===== src/rtl/tcce_pkg.sv =====
// Shared types and constants of the text console cursor engine.
package tcce_pkg;

  localparam logic [7:0]  CH_NEWLINE = 8'd10;
  localparam logic [7:0]  CH_TAB     = 8'd9;
  localparam logic [7:0]  CH_SPACE   = 8'd32;
  localparam logic [7:0]  RESET_ATTR = 8'd7;
  localparam logic [15:0] RESET_CELL = {RESET_ATTR, CH_SPACE};
  localparam int          TAB_STEP   = 4;

  localparam logic FUNC_PUT  = 1'b0;
  localparam logic FUNC_READ = 1'b1;

  typedef struct packed {
    logic       func;
    logic [7:0] char_code;
    logic [4:0] read_row;
    logic [6:0] read_col;
  } in_req_t;

  typedef struct packed {
    logic [15:0] cell_value;
    logic [4:0]  cursor_row;
    logic [6:0]  cursor_col;
  } out_req_t;

  typedef enum logic [2:0] {
    OP_PUT,
    OP_NEWLINE,
    OP_TAB,
    OP_READ,
    OP_READ_OOR
  } op_t;

  typedef struct packed {
    op_t        op;
    logic [7:0] char_code;
    logic [4:0] row;
    logic [6:0] col;
  } cmd_t;

  typedef enum logic [1:0] {
    ST_CLEAR,
    ST_IDLE,
    ST_RD_WAIT,
    ST_SCROLL
  } back_state_t;

endpackage


===== src/rtl/tcce_front.sv =====
// Front end: accepts requests and classifies them into back-end commands.
module tcce_front #(
  parameter int COLUMNS = 80,
  parameter int ROWS    = 25
) (
  input  logic              in_valid,
  output logic              in_ready,
  input  tcce_pkg::in_req_t in_data,
  input  logic              clearing,
  output logic              push_valid,
  input  logic              push_ready,
  output tcce_pkg::cmd_t    push_data
);

  logic in_range;

  assign in_range = (32'(in_data.read_row) < ROWS) && (32'(in_data.read_col) < COLUMNS);

  assign in_ready   = push_ready && !clearing;
  assign push_valid = in_valid && !clearing;

  always_comb begin
    push_data.char_code = in_data.char_code;
    push_data.row       = in_data.read_row;
    push_data.col       = in_data.read_col;
    if (in_data.func == tcce_pkg::FUNC_READ) begin
      push_data.op = in_range ? tcce_pkg::OP_READ : tcce_pkg::OP_READ_OOR;
    end else if (in_data.char_code == tcce_pkg::CH_NEWLINE) begin
      push_data.op = tcce_pkg::OP_NEWLINE;
    end else if (in_data.char_code == tcce_pkg::CH_TAB) begin
      push_data.op = tcce_pkg::OP_TAB;
    end else begin
      push_data.op = tcce_pkg::OP_PUT;
    end
  end

endmodule


===== config.mk =====
export PLATFORM = sky130hd
export DESIGN_NAME = tcce_front
export DESIGN_NICKNAME = d
export VERILOG_FILES = /design/src/rtl/tcce_pkg.sv /design/src/rtl/tcce_front.sv
export SDC_FILE = /design/constraint.sdc
export NUM_CORES = 1
export LEC_CHECK = 0
export BUFFER_PORTS_ARGS = -buffer_cell sky130_fd_sc_hd__buf_2
export CAP_MARGIN = 0
export CORE_AREA = 10 10 47 49
export DETAILED_ROUTE_END_ITERATION = 7
export DIE_AREA = 0 0 57 59
export GPL_TIMING_DRIVEN = 0
export SETUP_SLACK_MARGIN = 0.05
export SYNTH_ARGS = -nofsm -noshare
export SYNTH_HDL_FRONTEND = slang
export SYNTH_SLANG_ARGS = --single-unit

===== constraint.sdc =====
create_clock -name vclk -period 1.95
set_input_delay 0.39 -clock vclk [all_inputs]
set_output_delay 0.39 -clock vclk [all_outputs]
set_load 0.01 [all_outputs]

Yosys cells after proc, flatten, opt, wreduce, memory -nomap -nowiden
Cells that the tools add are included.
{"block": "totals", "register_bits": 0, "word_cells": 12, "inputBits": 24}
{"block": "op_classes", "magnitude_cmp": 2, "n_mux": 4, "n_reduce_logical": 4, "eq_ne": 2}
{"operator": "8-bit by 4-bit == test with 1-bit output, second input constant", "n": 2}
{"operator": "7-bit less-than comparator, second input constant", "n": 1}
{"operator": "3-bit 2-to-1 mux", "n": 2}
{"operator": "5-bit less-than comparator, second input constant", "n": 1}
{"operator": "2-bit 2-to-1 mux", "n": 2}
{"operator": "1-bit logical AND", "n": 3}
{"operator": "1-bit logical NOT", "n": 1}

Logic depth before layout (Yosys ltp)
Gate-level depths: netlist of the first run.
{"block": "logic_depth", "ltp_word": 4, "mapped_depth": 3, "ltp_nobuf": 3}

Worst setup path before layout of the first run
Ideal clock, no wire load.
{"block": "synth_timing", "path_type": "in2out", "start": "in in_data[18] (netlist bit)", "end": "out push_data[20] (netlist bit)", "t_arrival_ps": 934, "required_ps": 1560, "slack_ps": 626, "stages": 3, "cell_sequence": "nor4b_2 -> nand2_1 -> o21ai_1"}
{"item": "start: declaration", "line_no": "tcce_front.sv:8", "text": "input tcce_pkg::in_req_t in_data,"}
{"item": "end: declaration", "line_no": "tcce_front.sv:12", "text": "output tcce_pkg::cmd_t push_data"}

==> metrics.txt, run 1 <==
status finished, final reports clean; Routed wire per std cell 11.06 µm; Area Overhead vs Synth 101.0%; grt total ovfl 0; critical path's slowest cell o311ai_2; die area 0.003363 mm²; syn avg cell area 7.356 µm²; FMAX 637.4 MHz; combinational share of power 1.000; synthesized net count 57; Internal Pwr Total 0.06353 mW; setup bufs post-CTS 0; maximum number of pins on one net before global-route repair 4; Clock power frac 0; Worst Path Required 1560 ps; initial antenna violation count 0; final net count 104; Final Max Slew Viols 0; fill count 156; CP arrival 1180 ps; PwrDens 221.1 mW/mm²; CP delay by family, top compound AO/OA/AOI/OAI gates; layout cells sized above 1 0.8590; final WL 1.040 mm; Hold-fix buffers, CTS 0; crit path time final 1569 ps; placed cells 94; P_sw 0.04436 mW; first-pass GRT wire length 1.642 mm; Final Worst Setup Slack 381.0 ps; maximum fanout along the worst path 2; post-synth cell types 10; Seq/Total Area, Yosys 0; TritonRoute pass-1 iters 2; max_slew headroom 0.8233; I/O Pins 49; CP startpoint kind input port; mapped cell area 242.7 µm²; n_diodes 0; Pleak 0.2995 nW; Routed Antenna Nets 0; Switching Fraction 0.4112; Final Hold Fails 0; worst vdd ir 62.21 µV; Place WS 346.2 ps; non-filler instance count after layout 94; synth warn 0; drt via density 3.638; kind of end point of the critical path output port; crit-path most repeated cell buf_2; source of the critical timing path in_data[8]; Port Buf Inserts 45; slowest stage delay, CP 300 ps; setup_tns 0 ps; Tcrit/Tclk final 0.8046; Mapped Cells 33; Least-Margin Pin Slew 264.7 ps; DRT iter0 DRCs 1; post-cts sizing count 0; remaining routing DRC violations 0; Via Count 342; type of the worst setup path in2out; Reg power frac 0; unrepaired setup endpoints after global routing no; CLK BUF 0; CP bufs+invs 2; vias in the first global route 371; die height 59 µm; Rows 14; Finished Core Util 0.3482; area of the core 0.001401 mm²; sequential cells 0; FF+latch area 0 µm²; Cell Chain, Critical Path buf_2, o311ai_2, nand3_1, o21ai_1, buf_2; HP Start in_data[3]; GRT Total Usage 0.05416; die width 57 µm; final setup fails 0; max-capacitance violation count 0; global placement routability congestion 0.6128; Initial Utilization 0.1732; Tightest Hold Check Type in2out
logic make-up (layout without fill, tap and decap cells):
logic type	count (synthesis)	in the layout	share of synthesized area
buffers and inverters	20	65	0.6185
AND/OR/NAND/NOR	8	8	0.2216
AO/OA/AOI/OAI	5	5	0.1598
cell usage after synthesis, drive strengths merged:
cell type,count,area [µm²]
a21boi,1,7.510
buf,20,150.1
nand2,1,3.750
nand2b,2,12.51
nand3,1,5.000
nor2b,2,12.51
nor3,1,5.000
nor4b,1,15.01
o21ai,3,15.01
o311ai,1,16.27
stage by stage:
stage	hold slack [ps]	total power [mW]	instance area (µm²)
finish	964.7	0.1079	488.0
CTS	968.6	0.1107	488.0
detailed placement	968.6	0.1103	488.0
floorplan	826.4	0.05622	242.7
global placement	969.4	0.1093	488.0
global route	977.8	0.1199	488.0
cells in the final DEF (no fill, tap or decap):
master    synthesis  routed
a21boi_1          1       1
buf_2             0      45
buf_4            20      20
nand2_1           1       1
nand2b_1          2       2
nand3_1           1       1
nor2b_1           2       2
nor3_1            1       1
nor4b_2           1       1
o21ai_1           3       3
o311ai_2          1       1
area by class of cell:
cell class,instances,area [µm²],share of cell area
plain buffers,20,150.1,0.3077
repair buffers,45,225.2,0.4615
multi-input cells,13,92.59,0.1897
well taps,16,20.02,0.04103
metal layers:
metal	up-vias	GRT usage	routed length, µm
li1	181	-	-
met1	135	0.05861	369
met2	26	0.09922	524
met3	0	0.02575	145
met4	0	0	0
met5	-	0	0
power groups by stage:
stage / combinational (mW) / sequential, mW / clock [mW]
2_1_floorplan: 0.0562 / 0 / 0
6_report: 0.108 / 0 / 0
3_5_place_dp: 0.110 / 0 / 0
3_3_place_gp: 0.109 / 0 / 0
4_1_cts: 0.111 / 0 / 0
5_1_grt: 0.120 / 0 / 0
final timing paths:
kind	depth (start not counted)	to	slack, ps
max	5	push_data[20]	380
min	2	push_data[3]	960
Note: power is estimated with default switching activity, not from simulation.
==> run 2, diff against run 1 <==
==> constraint.sdc (replaced) <==
create_clock -name vclk -period 1.4
set_input_delay 0.28 -clock vclk [all_inputs]
set_output_delay 0.28 -clock vclk [all_outputs]
set_load 0.01 [all_outputs]
==> run 2 against run 1 <==
  * First-iteration DRC count increased by 100%
  * Non-clock buffer count increased by 1
  * Sequential share of layout area unchanged
  * Die area unchanged
  * Clock-buffer cell count unchanged
  * Worst hold slack got worse by 220 ps
==> metrics.txt, run 2 (synthesis gave the netlist of run 1 again) <==
combinational share of power 1.000; die width 57 µm; GRT Total Usage 0.05589; Routed wire per std cell 11.98 µm; Routed Antenna Nets 0; Via Count 358; worst vdd ir 88.56 µV; Clock power frac 0; sequential cells 0; maximum fanout along the worst path 2; Tightest Hold Check Type in2out; final WL 1.138 mm; layout cells sized above 1 0.8734; WHS Path Cells 2; Worst Path Required 1120 ps; CLK BUF 0; Internal Pwr Total 0.1003 mW; area of the multi-input gates 116.4 µm²; max-capacitance violation count 0; Hold-fix buffers, CTS 0; most common cell after layout, fill and taps aside buf_2; commonest cells after routing, fill and taps aside 41 x buf_2, 21 x buf_4, 4 x buf_6; P_sw 0.06855 mW; Finished Core Util 0.3884; initial antenna violation count 0; placed cells 94; Rows 14; final net count 105; type of the worst setup path in2out; setup_tns 0 ps; slowest stage delay, CP 300 ps; CP startpoint kind input port; kind of end point of the critical path output port; die area 0.003363 mm²; Port Buf Inserts 45; source of the critical timing path in_data[7]; die height 59 µm; DRT iter0 DRCs 2; total design power 0.1689 mW; area of the core 0.001401 mm²; Area Overhead vs Synth 124.2%; FF+latch area 0 µm²; PwrDens 310.3 mW/mm²; first-pass GRT wire length 1.697 mm; unrepaired setup endpoints after global routing yes; Cell Chain, Critical Path buf_6, o311ai_4, buf_4, a21boi_1, buf_2; remaining routing DRC violations 0; CP bufs+invs 3; drt via density 3.768; critical path's slowest cell o311ai_4; FMAX 763.6 MHz; Pleak 0.3219 nW; global placement routability congestion 0.6128; status finished, final reports clean; TritonRoute pass-1 iters 2; hold worst-path end push_data[3]; Final Max Slew Viols 0; fill count 155; Switching Fraction 0.4060; CP delay by family, top buffers and inverters; max_slew headroom 0.8282; Initial Utilization 0.1732; n_diodes 0; Final Hold Fails 0; Least-Margin Pin Slew 257.0 ps; I/O Pins 49; grt total ovfl 0; crit path time final 1310 ps; final setup fails 0; HP Start in_data[3]; Reg power frac 0; Tcrit/Tclk final 0.9354; non-filler instance count after layout 95; CP arrival 1030 ps; vias in the first global route 383; maximum number of pins on one net before global-route repair 4
## run 2: stage by stage
step           hold WS [ps]  setup WS [ps]  instance area (µm²)
2_1_floorplan         606.4          296.5                242.7
3_3_place_gp          749.4          24.16                488.0
3_5_place_dp          748.6          16.19                488.0
4_1_cts               748.6          57.83                503.0
5_1_grt               757.8          11.30                544.3
6_report              744.7          90.40                544.3
## run 2: final cells by class
| cell class | instances | share of cell area |
|---|---|---|
| repair buffers | 46 | 0.4736 |
| multi-input cells | 13 | 0.2138 |
| plain buffers | 20 | 0.2759 |
| well taps | 16 | 0.03678 |
## run 2: power groups by stage
stage	sequential (mW)	combinational, mW	clock [mW]
floorplan	0	0.0783	0
global placement	0	0.152	0
detailed placement	0	0.154	0
CTS	0	0.159	0
global route	0	0.186	0
finish	0	0.169	0
## run 2: repair_timing
item | 4_1_cts | 5_1_grt
endpoints found under the setup margin | 2 | 2
resized for setup | 2 | 8
setup buffers | 0 | 1
pin swaps | 1 | 5
## run 2: metal layers
| metal | up-vias | part of all wire | track usage |
|---|---|---|---|
| met5 | - | 0 | 0 |
| met4 | 0 | 0 | 0 |
| met3 | 0 | 0.13 | 0.02575 |
| met2 | 26 | 0.53 | 0.1039 |
| met1 | 149 | 0.33 | 0.05981 |
| li1 | 183 | - | - |
## run 2: worst max path at each step
stage | endpoint | depth (start not counted) | slack, ps
after floorplan | push_data[20] | 3 | 300
after global placement | push_data[20] | 5 | 20
after detailed placement | push_data[20] | 5 | 20
after CTS | push_data[20] | 5 | 60
after global routing | push_data[20] | 5 | 10
final | push_data[22] | 5 | 90
==> run 3, diff against run 2 <==
--- a/config.mk
+++ b/config.mk
@@ -11,6 +11,7 @@
 export DETAILED_ROUTE_END_ITERATION = 7
 export DIE_AREA = 0 0 57 59
 export GPL_TIMING_DRIVEN = 0
+export RECOVER_POWER = 50
 export SETUP_SLACK_MARGIN = 0.05
 export SYNTH_ARGS = -nofsm -noshare
 export SYNTH_HDL_FRONTEND = slang
==> run 3 against run 2 <==
  * Worst setup slack about the same
  * Final cell count unchanged
  * First-iteration DRC count unchanged
  * Wire length rose by 0.70%
  * Utilization is 1.1 points lower
  * Largest cell class unchanged
  * Largest power group unchanged
==> metrics.txt, run 3 (synthesis gave the netlist of run 1 again) <==
Post-Layout Inst Area 529.3 µm²; fill count 163; grt total ovfl 0; Hold Slack 773.8 ps; most common cell after layout, fill and taps aside buf_2; slowest stage delay, CP 300 ps; Via Count 359; TritonRoute pass-1 iters 2; Reg power frac 0; setup_tns 0 ps; layout cells sized above 1 0.7215; vias in the first global route 383; Place WS 16.19 ps; crit path time final 1309 ps; commonest cells after routing, fill and taps aside 29 x buf_2, 21 x buf_4, 12 x clkbuf_1; sequential cells 0; Final Hold Fails 0; Final Worst Setup Slack 90.89 ps; Port Buf Inserts 45; Routed Antenna Nets 0; unrepaired setup endpoints after global routing yes; global placement routability congestion 0.6128; remaining routing DRC violations 0; maximum number of pins on one net before global-route repair 4; status finished, final reports clean; Initial Utilization 0.1732; max_slew headroom 0.8283; Pleak 0.2880 nW; kind of end point of the critical path output port; final setup fails 0; PwrDens 310.9 mW/mm²; CP arrival 1030 ps; Final Max Slew Viols 0; I/O Pins 49; DRT iter0 DRCs 2; Area Overhead vs Synth 118.0%; Post-DP Area 488.0 µm²; n_diodes 0; critical path's slowest cell o311ai_4; die width 57 µm; source of the critical timing path in_data[7]; Clock power frac 0; FF+latch area 0 µm²; total design power 0.1645 mW; Tcrit/Tclk final 0.9351; Internal Pwr Total 0.09545 mW; Cell Chain, Critical Path buf_6, o311ai_4, buf_4, a21boi_1, buf_2; Finished Core Util 0.3777; GRT Total Usage 0.05589; type of the worst setup path in2out; drt via density 3.779; HP Start in_data[3]; CLK BUF 0; non-filler instance count after layout 95; final WL 1.146 mm; Tightest Hold Check Type in2out; Routed wire per std cell 12.06 µm; area of the core 0.001401 mm²; Switching Fraction 0.4199; Rows 14; maximum fanout along the worst path 2; Least-Margin Pin Slew 257.0 ps; placed cells 94; combinational share of power 1.000; max-capacitance violation count 0; P_sw 0.06909 mW; first-pass GRT wire length 1.697 mm; worst vdd ir 87.20 µV; die area 0.003363 mm²; initial antenna violation count 0; die height 59 µm; FMAX 763.9 MHz; CP startpoint kind input port; Worst Path Required 1120 ps; final net count 105
-- run 3: changes by cell type in the layout (fill, tap and decap cells not counted), sizes merged --
| cell | delta |
|---|---|
| buf | -12 |
| clkbuf | +12 |
-- run 3: final timing paths --
check             depth (start not counted)             to  slack, ps
setup / recovery                          5  push_data[22]         90
hold / removal                            2   push_data[3]        770
-- run 3: critical path: cells and delay by family --
family,cells,cell delay [ps]
AOI/OAI and AO/OA,2,350
buffers and inverters,3,410
-- run 3: power groups by stage --
stage	Clock [mW]	Sequential [mW]	Combinational (mW)
after global placement	0	0	0.152
after floorplan	0	0	0.0783
final	0	0	0.165
after global routing	0	0	0.181
after CTS	0	0	0.159
after detailed placement	0	0	0.154
-- run 3: cell type report --
class	instances	area (µm²)	area share
Multi-Input combinational cell	13	116.4	0.2199
Buffer	20	150.1	0.2837
Tap cell	16	20.02	0.03783
Timing Repair Buffer	46	242.7	0.4586
-- run 3: what timing repair did --
action	CTS	global route
setup buffers	0	1
resized for setup	2	8
gates cloned	0	0
hold buffers	0	0
pin swaps	1	5
endpoints found under the setup margin	2	2
-- run 3: layer usage --
| metal | wire, µm | vias up | GRT usage |
|---|---|---|---|
| li1 | - | 183 | - |
| met2 | 609 | 26 | 0.1039 |
| met4 | 0 | 0 | 0 |
| met1 | 394 | 150 | 0.05981 |
| met5 | 0 | - | 0 |
| met3 | 141 | 0 | 0.02575 |
