<file path="config.mk">
export PLATFORM = sky130hd
export DESIGN_NAME = tcce_queue
export DESIGN_NICKNAME = d
export VERILOG_FILES = /design/src/rtl/tcce_pkg.sv /design/src/rtl/tcce_queue.sv
export SDC_FILE = /design/constraint.sdc
export NUM_CORES = 1
export LEC_CHECK = 0
export BUFFER_PORTS_ARGS = -buffer_cell sky130_fd_sc_hd__buf_2
export CAP_MARGIN = 20
export CORE_MARGIN = 3
export CORE_UTILIZATION = 42
export DETAILED_ROUTE_END_ITERATION = 12
export GPL_ROUTABILITY_DRIVEN = 0
export PLACE_DENSITY_LB_ADDON = 0.2
export SLEW_MARGIN = 10
export SYNTH_ARGS = -nofsm -noshare
export SYNTH_HDL_FRONTEND = slang
export SYNTH_SLANG_ARGS = --single-unit
</file>
<file path="constraint.sdc">
create_clock -name clk -period 4.39 [get_ports clk]
set_input_delay 0.439 -clock clk [delete_from_list [all_inputs] [get_ports clk]]
set_output_delay 0.439 -clock clk [all_outputs]
set_load 0.1 [all_outputs]
</file>
<file path="src/rtl/tcce_pkg.sv">
// Shared types and constants of the text console cursor engine.
package tcce_pkg;

  localparam logic [7:0]  CH_NEWLINE = 8'd10;
  localparam logic [7:0]  CH_TAB     = 8'd9;
  localparam logic [7:0]  CH_SPACE   = 8'd32;
  localparam logic [7:0]  RESET_ATTR = 8'd7;
  localparam logic [15:0] RESET_CELL = {RESET_ATTR, CH_SPACE};
  localparam int          TAB_STEP   = 4;

  localparam logic FUNC_PUT  = 1'b0;
  localparam logic FUNC_READ = 1'b1;

  typedef struct packed {
    logic       func;
    logic [7:0] char_code;
    logic [4:0] read_row;
    logic [6:0] read_col;
  } in_req_t;

  typedef struct packed {
    logic [15:0] cell_value;
    logic [4:0]  cursor_row;
    logic [6:0]  cursor_col;
  } out_req_t;

  typedef enum logic [2:0] {
    OP_PUT,
    OP_NEWLINE,
    OP_TAB,
    OP_READ,
    OP_READ_OOR
  } op_t;

  typedef struct packed {
    op_t        op;
    logic [7:0] char_code;
    logic [4:0] row;
    logic [6:0] col;
  } cmd_t;

  typedef enum logic [1:0] {
    ST_CLEAR,
    ST_IDLE,
    ST_RD_WAIT,
    ST_SCROLL
  } back_state_t;

endpackage

</file>
<file path="src/rtl/tcce_queue.sv">
// Two-entry command queue between the front end and the back end.
module tcce_queue (
  input  logic           clk,
  input  logic           rst_n,
  input  logic           push_valid,
  output logic           push_ready,
  input  tcce_pkg::cmd_t push_data,
  output logic           pop_valid,
  input  logic           pop_ready,
  output tcce_pkg::cmd_t pop_data
);

  tcce_pkg::cmd_t entry_r [2];
  logic           wr_ptr_r;
  logic           wr_ptr_nxt;
  logic           rd_ptr_r;
  logic           rd_ptr_nxt;
  logic [1:0]     count_r;
  logic [1:0]     count_nxt;
  logic           push;
  logic           pop;

  assign push_ready = (count_r != 2'd2);
  assign pop_valid  = (count_r != 2'd0);
  assign pop_data   = entry_r[rd_ptr_r];
  assign push       = push_valid && push_ready;
  assign pop        = pop_valid && pop_ready;

  always_comb begin
    wr_ptr_nxt = push ? ~wr_ptr_r : wr_ptr_r;
    rd_ptr_nxt = pop ? ~rd_ptr_r : rd_ptr_r;
    count_nxt  = count_r;
    if (push && !pop) begin
      count_nxt = count_r + 2'd1;
    end else if (pop && !push) begin
      count_nxt = count_r - 2'd1;
    end
  end

  always_ff @(posedge clk) begin
    if (!rst_n) begin
      wr_ptr_r <= 1'b0;
      rd_ptr_r <= 1'b0;
      count_r  <= 2'd0;
    end else begin
      wr_ptr_r <= wr_ptr_nxt;
      rd_ptr_r <= rd_ptr_nxt;
      count_r  <= count_nxt;
    end
  end

  always_ff @(posedge clk) begin
    if (push) begin
      entry_r[wr_ptr_r] <= push_data;
    end
  end

endmodule

</file>
Word-level counts from Yosys, hierarchy flattened:

Memories as Yosys holds them, arrays and structs flattened. A register that Yosys moved wholly into a read port is not among the register bits.
Index checks and enable logic that the tools add are counted.

* bits in registers: 4
* memory bits (writable): 46
* word-level logic and storage cells: 23
* memories kept: 1

Memory list
* entry_r: words 2, bits a word 23, rd ports 1, clocked after memory_dff 1, wr ports 1, RTL line tcce_queue.sv:13 `tcce_pkg::cmd_t entry_r [2];`

* equality and inequality tests: 1
* add/sub/neg operators: 2
* reduce and logical (&&, ||, !) cells: 8
* muxes and demuxes: 6
* bitwise operators: 2

Operator list (count)
* $logic_and A1 B1 Y1: 4
* $mux W1: 4
* $mux W2: 2
* $reduce_bool A2 Y1: 2
* $add A2 B1 Y2 const B: 1
* $logic_not A1 Y1: 2
* $ne A2 B2 Y1 const B: 1
* $not A1 Y1: 2
* $sub A2 B1 Y2 const B: 1

Longest topological paths before layout:

Gate-level depths: netlist of run 1.

* depth after elaboration: 6
* gate-level depth with buffers: 6
* depth with buffers taken out: 6

Least setup slack after synthesis of run 1:

OpenSTA, ideal clock, no wires.

* path kind: register to register
* start point: register count_r[0]
* end point: memory entry_r[1][0] (netlist name) (enable)
* path buffers: 0
* stages on the path, launching flop included: 3
* clock period less this slack: 1.816 ns
* setup slack: 2.574 ns
* arrival: 1.434 ns
* library setup time: 0.382 ns
* cells stage by stage: dfxtp_1 nand2b_4 and3_1

* word-level cells in the longest chain between the ends: 4

Ends and longest elaborated chain
* start: declaration: RTL line tcce_queue.sv:18 `logic [1:0] count_r;`
* start signal: assignment: RTL line tcce_queue.sv:48 `count_r <= count_nxt;`
* $ne A2 B2 Y1: RTL line tcce_queue.sv:23 `assign push_ready = (count_r != 2'd2);`
* named net push_ready: RTL line tcce_queue.sv:6 `output logic push_ready,`
* $logic_and A1 B1 Y1: RTL line tcce_queue.sv:26 `assign push = push_valid && push_ready;`
* $mux W1: RTL line tcce_queue.sv:53 `if (push) begin`
* $mux W1 (implied by the code): RTL line tcce_queue.sv:54 `entry_r[wr_ptr_r] <= push_data;`
* end: declaration: RTL line tcce_queue.sv:13

The timed path passes the listed nets, and every way through them passes these cells.

==> results, run 1 <==
- The initial antenna violation count was 0.
- In this run the standard cell core region covers 4173 um2.
- In this run, CTS created clock tree buffers numbering 5.
- After detailed routing, the average wire length per cell comes to 14.76 um.
- The launch instance of the worst register-to-register path is count_r[0]$_SDFFE_PN0P_.
- Gates resized during post-CTS repair numbered 0.
- In this run, post-CTS hold repair placed 0 buffers.
- The tree is rooted in a clkbuf_8.
- The slowest stage of the critical path is the dfxtp_1 cell.
- The post-synthesis sequential element count is 51.
- The number of global-route vias before repair was roughly 1000.
- Using the TritonRoute via totals, the vias-per-cell ratio works out to 4.819.
- The count of final hold-check violations is 0.
- The number of standard-cell rows in the floorplan is 23.
- The die outline height is 73.14 um.
- The total overflow reported by the global router is 0.
- The final worst-path cycle share is 0.5200.
- The signal on the critical path passes through buf_8 -> mux2_2 -> buf_2.
- The required arrival time at the worst endpoint is 3.95 ns.
- Setup repair after global routing left no endpoint under its margin.
- The synthesized area per cell is about 20 um2.
- Synthesis produced a netlist with a net count of ~120.
- The run finished with clean final reports.
- TritonCTS built the clock tree.
- The initial utilization of the core area, before any placement, comes to 0.4537.
- The part of the Yosys area used for sequential elements is 0.7826.
- After synthesis, the cell types taking the most area are edfxtp_1 (73%), mux2_2 (14%), dfxtp_1 (5.3%), and2_1 (1.3%), xnor2_1 (0.93%).
- The depth of the worst register-to-register path is 3.
- Of the cells placed in the final design, the portion with a size suffix greater than 1 is 0.5649.
- The number of antenna diodes in the final layout is 0.
- The transition at the pin with the smallest max-transition slack is approximately 0.94 ns.
- The worst-case clock buffer depth is 2.
- The worst hold path begins at push_data[13].
- The worst-skew pair later-pin latency is 0.30 ns.
- Along the worst path, the maximum fanout reaches 12.
- The area growth from synthesis to layout is 25.05%.
- In this run, the number of DRC markers left after iteration 0 of detailed routing was 39.
- The tool flagged a number of max-cap violations equal to 0.
- The Yosys step of the flow raised 0 warnings.
- The number of max-slew violations in the final report is 0.
- Measured along the x axis, the die boundary spans 73.14 um.
- After clock tree synthesis, the clock-pin slew on the worst setup and hold paths is 0.09 ns.
- The count of nets left with antenna violations once routing finished came out at 0.
- The first global-routing pass estimated 4712 um of wire.
- Adding up every negative setup slack in the final design gives 0 ns.
- The worst setup path is launched from a flop.
- The area of the die is 5349 um2.
- The endpoint of the most critical register-to-register path is entry_r[0][11]$_DFFE_PP_.
- For this run, design rule violations remaining after detail routing come to 0.
- The final route contains 983 vias.
- The area share of the leading cell type in the synthesized netlist is 0.7297.
- The overall routed net length is 3012 um.
- CTS built an H-tree with a depth of 2.
- The number of fill cells in the layout is ~340.
- Setup violations remaining at the end of the flow were counted as 0.
- The worst setup path is captured at a primary output.
- The setup skew after layout is about 0.0054 ns.
- The worst register-to-register path has a setup slack of around 2.6 ns.
- The worst slew margin relative to its limit is 0.3759.
- In the final layout, the multi-input gates occupy 397.9 um2.
- The first-pass iteration count of the detailed router is 3.
- In this run, distinct cell masters in the synthesized netlist total 19.
- Entering global routing, the biggest net connects 24 pins.
- On the worst path, the slowest cell contributes a delay of just under 0.7 ns.
- Subtracting the final worst setup slack from the clock period gives 2.283 ns.
- The path type of the worst setup path is flop to primary output.
- The critical path data arrival time is about 1.8 ns.
- Timing analysis after detailed placement gives a worst setup slack of ~2.2 ns.
- The overall global routing resource usage is 0.1231.
- For this run, the post-layout net count is 181.
- Clock tree synthesis found a total of 51 sinks.
- Input and output buffers added on the ports amount to 51.
- The cell depth of the worst min-delay path is 1.
- Buffers added to address setup during post-CTS repair amount to 0.
- The boundary pin count is 52.
- The combined area of all synthesized cells is 1893 um2.
- For this run, the top clock speed supported by timing is 0.4381 GHz.
- The sequential cells in the finished layout cover a total of 1481 um2.
- In the synthesized netlist, the number of instances is 95.
- The path with the worst hold slack has its endpoint at entry_r[0][13]$_DFFE_PP_.
- The tightest min-delay check is of the primary input to flop type.
- Once routing completed, OpenROAD measured the worst setup slack at ~2.1 ns.
- The cell type contributing the most total cell area after synthesis is edfxtp_1.
- After legalization and detailed placement, the total HPWL measured 2016 um.
final cells by class:
cell class                 instances  area share
sequential                        51      0.6258
multi-input combinational         41      0.1681
timing repair buffer              53      0.1205
clock buffer                       5     0.02907
clock inverter                     3     0.02854
tap                               50     0.02643
inverter                           1    0.001586
critical path, delay by kind of cell, from the launching register on:
| family | cells | cell delay [ns] |
|---|---|---|
| flops | 1 | 0.68 |
| buf+inv | 2 | 0.52 |
| mux | 1 | 0.34 |
sequential cells by signal, summed over array words and instances (netlist names), named ones only:
name and count:
entry_r 46, rd_ptr_r 1, wr_ptr_r 1, count_r 2
how the worst max path moves through the flow:
stage               slack, ns                      end  cells past startpoint                     from
CTS                      1.82             pop_data[19]                      2                     flop
detailed placement       2.18             pop_data[19]                      2                     flop
global route             1.97             pop_data[15]                      3                     flop
global placement         2.19             pop_data[19]                      2                     flop
finish                   2.11              pop_data[7]                      3                     flop
floorplan                2.57  entry_r[1][0]$_DFFE_PP_                      2  count_r[0]$_SDFFE_PN0P_
cell usage in the layout, fill, tap and decap left out:
cell / n
nand3b_1: 1
edfxtp_1: 46
or3_1: 1
and3_1: 1
inv_1: 1
a21boi_1: 1
dfxtp_1: 5
buf_2: 51
xnor2_1: 2
nand2b_4: 1
mux2_2: 23
a21boi_0: 1
xor2_1: 1
and2_1: 4
clkinvlp_4: 1
ha_1: 1
o21ai_1: 1
bufinv_16: 2
buf_8: 2
clkbuf_8: 5
a21bo_2: 1
o21ai_0: 1
or2_2: 1
logic make-up (layout without fill, tap and decap cells):
| group | count (synthesis) | in the layout | synth area share |
|---|---|---|---|
| AO/OA/AOI/OAI | 5 | 5 | 0.01850 |
| XOR/XNOR | 3 | 3 | 0.01388 |
| adder cells (fa/ha/maj) | 1 | 1 | 0.006608 |
| buffers and inverters | 3 | 62 | 0.007269 |
| flip-flops | 51 | 51 | 0.7826 |
| multiplexers | 23 | 23 | 0.1368 |
| AND/OR/NAND/NOR | 9 | 9 | 0.03437 |
synth_stat cells:
master and count:
edfxtp_1 46, mux2_2 23, dfxtp_1 5, and2_1 4, buf_2 2, xnor2_1 2
a21bo_2 1, a21boi_0 1, a21boi_1 1, and3_1 1, ha_1 1, inv_1 1
nand2b_4 1, nand3b_1 1, o21ai_0 1, o21ai_1 1, or2_2 1, or3_1 1
xor2_1 1
per-layer routing:
layer | vias up | GRT usage | routed length (um)
met4 | 0 | 0.04918 | 19
met3 | 2 | 0.06061 | 241
li1 | 480 | - | -
met5 | - | 0 | 0
met2 | 36 | 0.2095 | 1575
met1 | 465 | 0.1292 | 1177
per-stage QoR:
stage	hold WS, ns	cells	area (um2)	utilization
floorplan	0.5124	95	1893	-
global placement	0.5306	194	2201	0.5274
detailed placement	0.5471	194	2201	0.5274
CTS	0.3045	202	2337	0.5601
global route	0.2937	204	2367	0.5673
finish	0.3214	204	2367	0.5673
Power of run 1 is not shown: default switching activity piles up to over one toggle a cycle in this logic, so the estimate is an artifact.
==> inputs of run 2 (changes only) <==
--- a/config.mk
+++ b/config.mk
@@ -5,6 +5,7 @@
 export SDC_FILE = /design/constraint.sdc
 export NUM_CORES = 1
 export LEC_CHECK = 0
+export ABC_AREA = 1
 export BUFFER_PORTS_ARGS = -buffer_cell sky130_fd_sc_hd__buf_2
 export CAP_MARGIN = 20
 export CORE_MARGIN = 3
==> constraint.sdc (replaced) <==
create_clock -name clk -period 1.94 [get_ports clk]
set_input_delay 0.194 -clock clk [delete_from_list [all_inputs] [get_ports clk]]
set_output_delay 0.194 -clock clk [all_outputs]
set_load 0.1 [all_outputs]
==> run 2 against run 1 <==
  * Global-route usage is 0.79 points higher
  * Synthesized area is 0.53% higher
  * Hold slack worse by 0.24 ns
  * Wire length is 5.5% higher
  * Register-to-register slack worse by 2.2 ns
  * Synthesized cell count is 14% higher
  * Critical path type unchanged
==> results, run 2 <==
- After clock tree synthesis, the clock-pin slew on the worst setup and hold paths is 0.09 ns.
- For this run, the total global-route usage over all layers was measured as 0.1310.
- The first global-routing pass estimated 5140 um of wire.
- The number of instances in the placed design is 211.
- Sorting the synthesized cells by area gives the leading types as edfxtp_1 (73%), mux2_2 (14%), dfxtp_1 (5.3%), nand2_1 (1.8%), nor2_1 (1.6%).
- After clock tree synthesis, the setup repair step added 0 buffers.
- The first-pass iteration count of the detailed router is 4.
- The top cell types in the final layout, fill and taps aside, are edfxtp_1 (46), buf_2 (28), buf_12 (25), mux2_2 (23), nand2_1 (8).
- The overall routed net length is 3177 um.
- The required arrival time at the worst endpoint is 1.75 ns.
- The clock period could shrink to 1.599 ns.
- Hold is met by 0.08262 ns.
- The endpoint with the worst hold slack is entry_r[1][19]$_DFFE_PP_.
- The number of DRC markers after the initial detailed-route iteration is between 40 and 50.
- Across the run, the number of max-cap violations was 0.
- Dividing the detail-routed wire length by the instance count gives ~15 um.
- The initial antenna violation count is 0.
- The launching element type of the critical path is a flop.
- The CTS buffer count is 5.
- The finished layout holds 219 standard cells, fillers aside.
- The worst-case clock buffer depth is 2.
- The largest registers in the layout are entry_r (46), count_r (2).
- The H-tree generated during clock tree synthesis spans 2 levels.
- Clock skew on the completed layout was measured at 0.008545 ns.
- The TritonCTS clock tree is yes.
- The count of vias placed by the detailed router is 1060.
- After legalization and detailed placement, the total HPWL measured 2446 um.
- The number of standard-cell rows in the floorplan is 23.
- The total leakage power is 1.062 nW.
- The path type of the worst setup path is flop to primary output.
- The final core utilization is 0.6588.
- The number of nets in the layout is 196.
- Among all flip-flop cells after synthesis, the most frequent one is edfxtp_1.
- The warning count from the yosys run is 0.
- The largest net degree at the start of global routing is 16.
- The initial utilization of the core area, before any placement, comes to 0.4561.
- In this run the critical register-to-register path is captured at entry_r[0][9]$_DFFE_PP_.
- The area of the die is 5375 um2.
- The number of cells on the worst reg-to-reg path is 5.
- The count of nets left with antenna violations once routing finished came out at 0.
- In this run the register-to-register setup slack is 0.44 ns.
- Of the available clock period, the critical path in the final layout requires 0.8243.
- Dividing the synthesized area by the synthesized cell count gives 17.62 um2.
- The startpoint of the most critical hold path is push_data[19].
- The worst slew margin relative to its limit is 0.6794.
- The number of distinct standard cells referenced by the synthesized netlist is 14.
- In the final layout, the share of cells above drive strength 1 is 0.5266.
- The post-cts gate resize count is 0.
- 0 antenna diodes ended up in the layout.
- Data arrives at the worst endpoint at 1.41 ns.
- The register with the most flip-flops in the layout has 46 of them.
- The total overflow reported by the global router is 0.
- The number of nets handed over by synthesis was about 140.
- The leading cell type in the layout, fill and taps excluded is edfxtp_1.
- By count the netlist is led by edfxtp_1 (46), mux2_2 (23), nand2_1 (9), nor2_1 (8), inv_1 (7).
- The floorplan step set the die width to approximately 73 um.
- The flow ran to the end, and the final reports show no timing, DRC or antenna violations.
- The area share of the leading cell type in the synthesized netlist is 0.7258.
- In this run, synthesis produced a sequential element count of 51.
- Dividing total power by cell area gives a power density of roughly 1700 nW/um2.
- The final setup violation count is 0.
- The cell depth of the worst min-delay path is 1.
- After technology mapping, the gate count stands at between 100 and 150.
- The part of the Yosys area used for sequential elements is 0.7784.
- Counting flops with an async set or reset pin after synthesis yields a share of 0.
- The worst setup path is captured at a primary output.
- The number of global-route vias before repair came to ~1200.
- The combined area of all synthesized cells is 1903 um2.
- The launch instance of the worst register-to-register path is count_r[0]$_SDFFE_PN0P_.
- The top register by number of flip-flops is entry_r.
- The number of hold buffers added after cts is 0.
- The number of max-slew violations in the final report is 0.
- The synthesized design contains 46 enable-type register cells.
- The peak supply drop is 1086 uV.
- Of all cell types, the one taking the most synthesized area is edfxtp_1.
- Along the worst path, the maximum fanout reaches 11.
- The worst-skew pair later-pin latency is 0.30 ns.
- For the pin with the worst max-slew slack, the measured transition is 0.4843 ns.
- The worst hold path belongs to the class primary input to flop.
- The tree is rooted in a clkbuf_8.
- Compared with the post-synthesis result, the final layout area differs by 44.44%.
- The most numerous cell in the Yosys netlist is edfxtp_1.
- The boundary pin count is 52.
- The timing-limited maximum frequency is 0.6253 GHz.
- After detailed routing, the number of remaining DRC violations is 0.
- The clock net in this run drives a total of 51 sinks.
- Setup repair after global routing left no endpoint under its margin.
- The die is 73.32 um tall.
- In the final timing run, aggregate negative setup slack is 0 ns.
- The count of final hold-check violations is 0.
- The core region is ~4200 um2.
- The number of I/O port buffers is 51.
- The detailed-route vias per instance is 4.840.
## run 2: cells by family (layout without fill, tap and decap cells)
logic type / after synthesis / count (layout) / synth area share
compound gates: 4 / 4 / 0.01183
mux: 23 / 23 / 0.1361
buf+inv: 10 / 71 / 0.02761
flops: 51 / 51 / 0.7784
fa+ha+maj: 1 / 1 / 0.006574
simple gates: 19 / 19 / 0.03945
## run 2: worst max-delay path by stage
stage | slack, ns | cells after the start | to | start
final | 0.34 | 3 | pop_data[20] | flop
after global routing | 0.25 | 3 | pop_data[22] | flop
after CTS | 0.32 | 3 | pop_data[22] | flop
after detailed placement | 0.41 | 5 | entry_r[0][12]$_DFFE_PP_ | count_r[0]$_SDFFE_PN0P_
after global placement | 0.49 | 5 | entry_r[0][7]$_DFFE_PP_ | count_r[0]$_SDFFE_PN0P_
after floorplan | 0.07 | 4 | entry_r[0][0]$_DFFE_PP_ | count_r[0]$_SDFFE_PN0P_
## run 2: stage by stage
stage          setup slack [ns]  power [mW]  area (um2)
3_5_place_dp             0.4141       3.892        2616
4_1_cts                  0.3151       4.721        2749
2_1_floorplan           0.06546       3.075        1921
6_report                 0.3408       4.670        2749
5_1_grt                  0.2535       4.852        2749
3_3_place_gp             0.4949       3.852        2616
## run 2: worst max-delay path, cell delays in order, from the launching register on
cell and delay, ns:
dfxtp_1 0.34, buf_4 0.20, mux2_2 0.39, buf_12 0.17
## run 2: per-layer routing
layer	vias to the layer above	routed length [um]	track usage
met5	-	0	0
met4	0	38	0.04829
met3	6	217	0.04241
met2	32	1722	0.2304
met1	507	1198	0.1482
li1	515	-	-
## run 2: power by group
group          switching (mW)  total (mW)  internal [mW]
Sequential             0.0537        1.44           1.39
Combinational            1.60        2.40          0.798
Clock                   0.311       0.826          0.515
Total                    1.97        4.67           2.70
## run 2: final cells by class
type | count | area (um2)
Multi-Input combinational cell | 47 | 386.6
Clock inverter | 2 | 60.06
Sequential cell | 51 | 1481
Timing Repair Buffer | 55 | 655.6
Inverter | 8 | 30.03
Fill cell | 296 | 1424
Clock buffer | 6 | 72.57
Tap cell | 50 | 62.56
Power figures use the tool's default switching activity.
==> inputs of run 3 (changes only) <==
==> constraint.sdc (replaced) <==
create_clock -name clk -period 1.36 [get_ports clk]
set_input_delay 0.136 -clock clk [delete_from_list [all_inputs] [get_ports clk]]
set_output_delay 0.136 -clock clk [all_outputs]
set_load 0.1 [all_outputs]
==> run 3 against run 2 <==
  * The run now ends with setup timing left
  * Clock skew fell by 0.0018 ns
  * Register-to-register slack worse by 0.37 ns
  * Critical path depth is the same
  * Core utilization is 5.3 points higher
  * Clock-buffer cell count fell by 1
  * Die area unchanged
  * Largest cell class unchanged
==> results, run 3 (synthesis gave the netlist of run 2 again) <==
- STA classifies the critical path startpoint as a flop.
- Hold repair after CTS inserted 0 buffers.
- The first-pass iteration count of the detailed router is 4.
- The number of max-slew violations in the final report is 0.
- The kind of cell with the highest combined delay on the critical path is flip-flops.
- The die is 73.32 um wide.
- For this run the aggregate overflow at the end of global routing stands at 0.
- Entering global routing, the biggest net connects 16 pins.
- The detailed-route vias per instance is between 4 and 5.
- The timing-limited maximum frequency is 0.6701 GHz.
- The mean routed wirelength per cell is 16.37 um.
- The initial standard-cell utilization of the core is 0.4561.
- The startpoint identified for the worst hold timing path is push_data[2].
- In the finished design, the share of the clock period the worst path needs comes to 1.097.
- The launch instance of the worst register-to-register path is count_r[1]$_SDFFE_PN0P_.
- The number of sinks driven by the clock tree is 51.
- Traced cell by cell, the critical path runs through buf_8 -> mux2_4 -> buf_12.
- The number of fill cells in the layout is 257.
- The TritonCTS clock tree is yes.
- The worst-skew pair later-pin latency is 0.29 ns.
- The post-detailed-route DRC marker count is 0.
- Once detail routing completed, the nets flagged for antenna violations numbered 0.
- Across every metal layer, demand over resource in global routing totals 0.1448.
- The overall routed net length is 3650 um.
- Setup slack on the worst reg-to-reg path comes out at 0.07 ns.
- In the final layout, the registers with the most flip-flops are entry_r (46), count_r (2).
- Setup violations remaining at the end of the flow were counted as 23.
- The cell with the largest stage delay on the worst path is dfxtp_4.
- The analysis attributes to cell leakage a power of 1.184 nW.
- The synthesis-to-finish area growth is 56.15%.
- Dividing total power by cell area gives a power density of 2369 nW/um2.
- The count of vias placed by the detailed router is between 1000 and 1500.
- The number of levels the H-tree was split into is 2.
- The flow ran to the end, but the final reports show violations.
- The core area is 4173 um2.
- In the layout the commonest cells are edfxtp_1 (46), buf_12 (27), buf_2 (26), mux2_4 (23), nand2_1 (7).
- The die covers 5375 um2.
- The root buffer cell chosen for the clock tree is clkbuf_8.
- The area of all placed cells without fillers is between 2000 and 3000 um2.
- Summed over all nets, the half-perimeter wirelength after detailed placement is 2571 um.
- In the final layout, the share of cells above drive strength 1 is 0.5780.
- Data on the critical path arrives at its endpoint at between 1 and 1.5 ns.
- The worst-case IR drop observed on VDD is 1951 uV.
- The required arrival time at the worst endpoint is 1.22 ns.
- The number of nets in the layout is 200.
- The initial antenna violation count was 0.
- Counting both buffers and inverters, the worst setup path holds a total of 2.
- The number of global-route vias before repair came to 1194.
- The top register by number of flip-flops is entry_r.
- The boundary pin count is between 50 and 60.
- The final hold slack is 0.02533 ns.
- In this run the core area contains 23 standard-cell rows.
- Input and output buffers added on the ports amount to 51.
- The detailed router finished its first iteration with 41 violations.
- The stage delay of the slowest cell on the critical path is 0.42 ns.
- At the end of the flow the core is filled with cells to 0.7121.
- Setup repair after global routing could not meet its margin everywhere.
- Clock skew on the completed layout was measured at 0.006765 ns.
- Summing all placed instances gives a cell area of around 2700 um2.
- The endpoint of the most critical register-to-register path is count_r[1]$_SDFFE_PN0P_.
- The number of flip-flops in the largest register is 46.
- TritonCTS created 5 clock buffers.
- The final reports fail on setup timing.
- Along the worst path, the maximum fanout reaches 6.
- After clock tree synthesis, the clock-pin slew on the worst setup and hold paths is approximately 0.090 ns.
- The cell depth of the worst min-delay path is 1.
- The worst slew margin relative to its limit is 0.8148.
- The max-cap violation count is 0.
- Power comes to 7.040 mW.
- At the pin with the least slew margin, the transition time is 0.2800 ns.
- The class of the worst hold path is primary input to flop.
- The die outline height is 73.32 um.
- The worst hold path terminates at entry_r[0][2]$_DFFE_PP_.
- The worst setup path is of the flop to primary output kind.
- No sink is reached through more buffers than the 2 on the longest clock path.
- The depth of the worst register-to-register path is 8.
- The total inserted antenna cells is 0.
- In the final timing run, aggregate negative setup slack is -2.687 ns.
- The count of final hold-check violations was 0.
- Leaving out fill and tap cells, the most frequent cell in the layout is edfxtp_1.
- The first global-routing pass estimated 5754 um of wire.
- In the post-route analysis, the smallest setup slack over all paths is -0.1323 ns.
- STA classifies the critical path endpoint as a primary output.
- The final critical-path required period is approximately 1.5 ns.
run 3: timing repair:
action,in CTS,in global routing
setup endpoints to repair,24,25
gates cloned,2,0
setup buffers,0,0
resized for setup,33,6
run 3: stage by stage:
step	cells	setup WS (ns)
floorplan	108	-0.07110
global placement	213	0.1273
detailed placement	213	0.04898
CTS	223	-0.1611
global route	223	-0.1694
finish	223	-0.1323
run 3: power breakdown:
part	total, mW	internal (mW)	leakage [nW]	switching, mW
Combinational	3.91	1.51	0.656	2.41
Clock	0.990	0.539	0.0556	0.451
Sequential	2.14	2.01	0.472	0.133
Total	7.04	4.05	1.18	2.99
run 3: worst register-to-register path, cell delays in order (launching register included):
cell and delay, ns:
dfxtp_4 0.38, o21a_1 0.21, inv_1 0.10, ha_4 0.22, inv_1 0.07, nand3_1 0.07
nand2_1 0.05, inv_1 0.03, nor2_1 0.08
run 3: worst max-delay path by stage:
stage                                        from                      end  slack (ns)  cells past startpoint
after global routing                         flop              pop_data[9]       -0.17                      3
final                                        flop             pop_data[20]       -0.13                      3
after detailed placement  count_r[1]$_SDFFE_PN0P_  count_r[0]$_SDFFE_PN0P_        0.05                      5
after CTS                                    flop              pop_data[1]       -0.16                      3
after global placement                       flop             pop_data[16]        0.13                      3
after floorplan           count_r[0]$_SDFFE_PN0P_  entry_r[0][0]$_DFFE_PP_       -0.07                      4
run 3: layout make-up:
type | instances | area [um2] | area share
Clock buffer | 5 | 68.82 | 0.02316
Multi-Input combinational cell | 47 | 519.2 | 0.1747
Timing Repair Buffer | 59 | 754.5 | 0.2539
Tap cell | 50 | 62.56 | 0.02105
Sequential cell | 51 | 1493 | 0.5023
Inverter | 8 | 35.03 | 0.01179
Clock inverter | 3 | 38.79 | 0.01305
run 3: layer usage:
| layer | global-route usage | share of wire | up-vias |
|---|---|---|---|
| met1 | 0.1749 | 0.39 | 522 |
| met5 | 0 | 0 | - |
| met2 | 0.2522 | 0.55 | 29 |
| met4 | 0.04829 | 0.0099 | 0 |
| li1 | - | - | 530 |
| met3 | 0.03694 | 0.049 | 4 |
